File: src/sv/tlik_isqrt.sv
`timescale 1ns / 1ps
`default_nettype none
// Pipelined digit-by-digit floor square root: one result bit per stage.
module tlik_isqrt #(
  parameter int W     = 44,
  parameter int TAG_W = 8
) (
  input  wire logic             clk,
  input  wire logic             rst,
  input  wire logic             en,
  input  wire logic [W-1:0]     radicand,
  input  wire logic [TAG_W-1:0] tag_in,
  output logic [W/2-1:0]        root,
  output logic [TAG_W-1:0]      tag_out
);
  localparam int N = W / 2;

  logic [W-1:0]     rem [N+1];
  logic [N-1:0]     res [N+1];
  logic [TAG_W-1:0] tag [N+1];

  assign rem[0] = radicand;
  assign res[0] = '0;
  assign tag[0] = tag_in;

  for (genvar k = 0; k < N; k++) begin : g_stage
    localparam int Sh = 2 * (N - 1 - k);
    logic [W+1:0] trial;
    logic         take;
    always_comb begin
      trial = {{2{1'b0}}, rem[k]} - ({{N{1'b0}}, res[k], 2'b01} << Sh);
      take  = !trial[W+1];
    end
    always_ff @(posedge clk) begin
      if (rst) tag[k+1] <= '0;
      else if (en) tag[k+1] <= tag[k];
      if (en) begin
        rem[k+1] <= take ? trial[W-1:0] : rem[k];
        res[k+1] <= {res[k][N-2:0], take};
      end
    end
  end

  assign root    = res[N];
  assign tag_out = tag[N];
endmodule
`default_nettype wire

File: config.mk
export PLATFORM = sky130hd
export DESIGN_NAME = tlik_isqrt
export DESIGN_NICKNAME = d
export VERILOG_FILES = /design/src/sv/tlik_isqrt.sv
export SDC_FILE = /design/constraint.sdc
export NUM_CORES = 2
export LEC_CHECK = 0
export BUFFER_PORTS_ARGS = -buffer_cell sky130_fd_sc_hd__buf_2
export CORE_MARGIN = 10
export CORE_UTILIZATION = 57
export CTS_CLUSTER_SIZE = 12
export DETAILED_ROUTE_END_ITERATION = 8
export GPL_TIMING_DRIVEN = 0
export PLACE_DENSITY_LB_ADDON = 0.12
export SYNTH_ARGS = -nofsm -noshare
export SYNTH_HDL_FRONTEND = slang
export SYNTH_SLANG_ARGS = --single-unit
export TNS_END_PERCENT = 1
File: constraint.sdc
create_clock -name clk -period 3 [get_ports clk]
set_input_delay 0.3 -clock clk [delete_from_list [all_inputs] [get_ports clk]]
set_output_delay 0.3 -clock clk [all_outputs]
set_load 0.005 [all_outputs]
==> summary.md <==
| Metric | Value |
|---|---|
| Register bit total from synthesis | `1353` |
| Synth async-reset ratio | `0%` |
| 1st-iter DRT viols | `2215` |
| Startpoint Class | `flip-flop` |
| WL final | `~120000 um` |
| Min-delay src | `rst` |
| Slew HR | `between 20% and 30%` |
| Height of the die | `346 um` |
| Static leakage | `0.0268 uW` |
| Clock buffer depth | `3` |
| Max Cap Viol | `0` |
| WP data arrival | `3.74 ns` |
| Inserted Clock Buffers | `142` |
| Power Dens Cells | `703 nW/um2` |
| Worst path required time | `around 3.5 ns` |
| Vias in the first global route | `about 37000` |
| Share of cells above drive strength 1 | `12.8%` |
| Clock transition at path regs | `roughly 0.060 ns` |
| Die Width | `346 um` |
| Final period utilization | `108%` |
| Library cells used by synthesis | `between 80 and 90` |
| Clock Skew | `approximately 0.028 ns` |
| Core area | `106000 um2` |
| Die area | `120000 um2` |
| I/O Buffers | `83` |
| Seq/Total Area, Yosys | `64.0%` |
| Grt total ovfl | `0` |
| Layout Utilization | `66.4%` |
| Post-Place Worst Slack | `-1.23 ns` |
| Top_reg_cell synth | `edfxtp_1` |
| Dpl cell area | `63100 um2` |
| Inserted Diodes | `0` |
| Avg Cell Area, Syn | `12.6 um2` |
| Design area | `70100 um2` |
| Worst hold path class | `in2reg` |
| Finish-stage setup viols | `74` |
| Remaining antenna violation count | `0` |
| Post-layout minimum cycle time | `around 3.2 ns` |
| Antenna violations before repair | `0` |
| GRT Overall Usage | `20.0%` |
| Synth Instances | `4813` |
| Inst Count DP | `6294` |
| Drt pass-1 iters | `5` |
| Outcome | `finished with violations` |
| VDD IR max | `approximately 0.57 mV` |
| Fmax | `0.309 GHz` |
| CTS tree | `done` |
| Initial Util | `57.5%` |
| Post-DP HPWL | `85900 um` |
| Non-Filler Instances | `~6600` |
| Mapped cell area | `~61000 um2` |
| Yosys warning count | `0` |
| Critical path class | `reg2reg` |
| Worst Tran Pin Value | `1.13 ns` |
| Io pins | `between 80 and 90` |
| Final slew viol count | `0` |
| Reg2reg start | `res[154]` |
| GPL Wtd Cong | `0.903` |
| Final Hold Violating Endpoints | `0` |
| Unrepaired setup endpoints after global routing | `yes` |
| Filler cells | `7731` |
| Sink Count | `1353` |
| Avg WL per Cell | `18.3 um` |
| Final net count | `about 5400` |
| Root Buffer | `clkbuf_16` |
| H-tree lvl count | `4` |
| TNS Setup | `-6.52 ns` |
| Residual DRC | `0` |
| Post-synth EDFFs | `1177` |
| Via density | `about 5.5` |
| CP endpoint kind | `flip-flop` |
| Worst Setup SP | `res[154]` |
| Syn nets | `5119` |
| Largest net degree at the start of global routing | `183` |
| Post-route setup slack | `-0.236 ns` |
| Worst-Skew Late Latency | `0.76 ns` |
| Area growth, synth to finish | `15.4%` |
| Worst-path fanout max | `5` |
| FP Rows | `119` |
| Via Count | `36472` |
| First-pass GRT wire length | `193000 um` |
| Failing checks | `negative setup slack` |
## repair_timing
item	4_1_cts	5_1_grt
endpoints found under the setup margin	524	399
setup buffers	43	9
gates cloned	1	1
resized for setup	185	242
hold buffers	57	0
pin swaps	27	44
hold endpoints to repair	82	0
## worst max-delay path, cell delays in order, from the launching register on
cell and delay [ns]:
edfxtp_1 0.41, inv_2 0.10, ha_4 0.21, nor2b_2 0.16
o31a_1 0.29, o311ai_4 0.40, a41oi_4 0.22, a2111oi_4 0.43
and2_1 0.20, buf_6 0.13, clkinvlp_4 0.12, mux2_4 0.31
## flip-flops by register name, summed over array words and instances (netlist names)
name,flops
root,22
rem,924
tag_out,8
res,231
tag,168
## synth_stat cells, types with 11 or more instances
cell	instances	area share, %
or3_1	50	0.51
nand2b_1	62	0.64
buf_4	37	0.46
ha_1	251	5.2
nand3b_1	13	0.16
o211ai_1	22	0.27
a21o_1	63	0.78
buf_2	11	0.091
nand4_1	27	0.28
edfxtp_1	1177	58
mux2_2	27	0.50
or4_1	30	0.37
inv_1	333	2.1
nor4_1	55	0.57
o21bai_1	23	0.28
nor2_1	454	2.8
o31a_1	17	0.25
mux2i_1	179	2.9
and3_1	17	0.18
nand2_1	319	2.0
buf_1	21	0.13
nor3_1	107	0.88
nor2b_1	43	0.44
or2_2	21	0.22
a211oi_1	26	0.32
a21oi_1	211	1.7
nor3b_1	12	0.15
nand3_1	68	0.56
xnor2_1	170	2.5
o31ai_1	25	0.31
dfxtp_1	176	5.8
o21a_1	57	0.70
o21ai_0	262	2.2
clkbuf_1	81	0.50
a31oi_1	23	0.24
and2_1	16	0.16
xor2_1	201	2.9
## report_power, final
group / switching [uW] / leakage, uW / total [uW] / internal (uW)
combinational: 4830 / 0.0120 / 8480 / 3660
clock: 7100 / 0.00212 / 16500 / 9430
sequential: 1340 / 0.0127 / 24300 / 22900
## final timing paths
| check | endpoint | slack [ns] | cells past startpoint |
|---|---|---|---|
| max reg2reg | rem[290] | -0.24 | 11 |
| max | rem[290] | -0.24 | 11 |
| min | tag[63] | 0.09 | 3 |
| min reg2reg | rem[806] | 0.40 | 0 |
## placed cells by master, fill, tap and decap left out, types with 20 or more instances in the layout
cell type      instances
clkbuf_16            143
a21oi_1              197
nor4_1                42
nand2_1              313
nor3_1                96
nand4_1               27
edfxtp_1            1177
o21a_1                55
ha_4                  21
o21ai_0              214
a21o_1                62
or2_2                 21
nor2_1               450
xnor2_1              169
mux2_2                26
buf_4                 81
mux2i_1              179
o31ai_1               20
inv_1                327
nand3_1               66
o211ai_1              22
o21ai_1               37
dlygate4sd3_1         55
clkbuf_1              95
nor2b_1               36
o21bai_1              23
xor2_1               201
buf_2                 85
clkinv_1              24
nand2b_1              61
or3_1                 43
ha_1                 218
dfxtp_1              176
## stage by stage
| step | power, uW | hold WS (ns) |
|---|---|---|
| 2_1_floorplan | 29800 | 0.399 |
| 3_3_place_gp | 32600 | 0.400 |
| 3_5_place_dp | 32200 | 0.405 |
| 4_1_cts | 49300 | 0.0512 |
| 5_1_grt | 51700 | 0.126 |
| 6_report | 49300 | 0.0905 |
## area by class of cell
class,instances,area [um2],share of cell area [%]
buffer,136,882,1.26
sequential,1353,38900,55.5
clock inverter,51,523,0.746
timing repair buffer,200,1700,2.43
inverter,336,1270,1.82
multi-input combinational,2974,21200,30.3
clock buffer,207,3890,5.55
tap,1391,1740,2.48
## kinds of logic after synthesis
logic type,share of synthesized area (%)
AO/OA/AOI/OAI,8.45
AND/OR/NAND/NOR,10.3
adder cells (fa/ha/maj),5.17
XOR/XNOR,5.35
buffers and inverters,3.27
flip-flops,64.0
multiplexers,3.47
## routing by layer
metal	vias up	global-route usage [%]	wire length, um	part of all wire [%]
li1	18162	-	-	-
met1	17398	22.6	48400	40
met2	619	35.8	62600	51
met3	293	3.09	3730	3.1
met4	0	11.7	6940	5.7
met5	-	0	0	0
No activity file was read; power rests on OpenSTA's default activity.
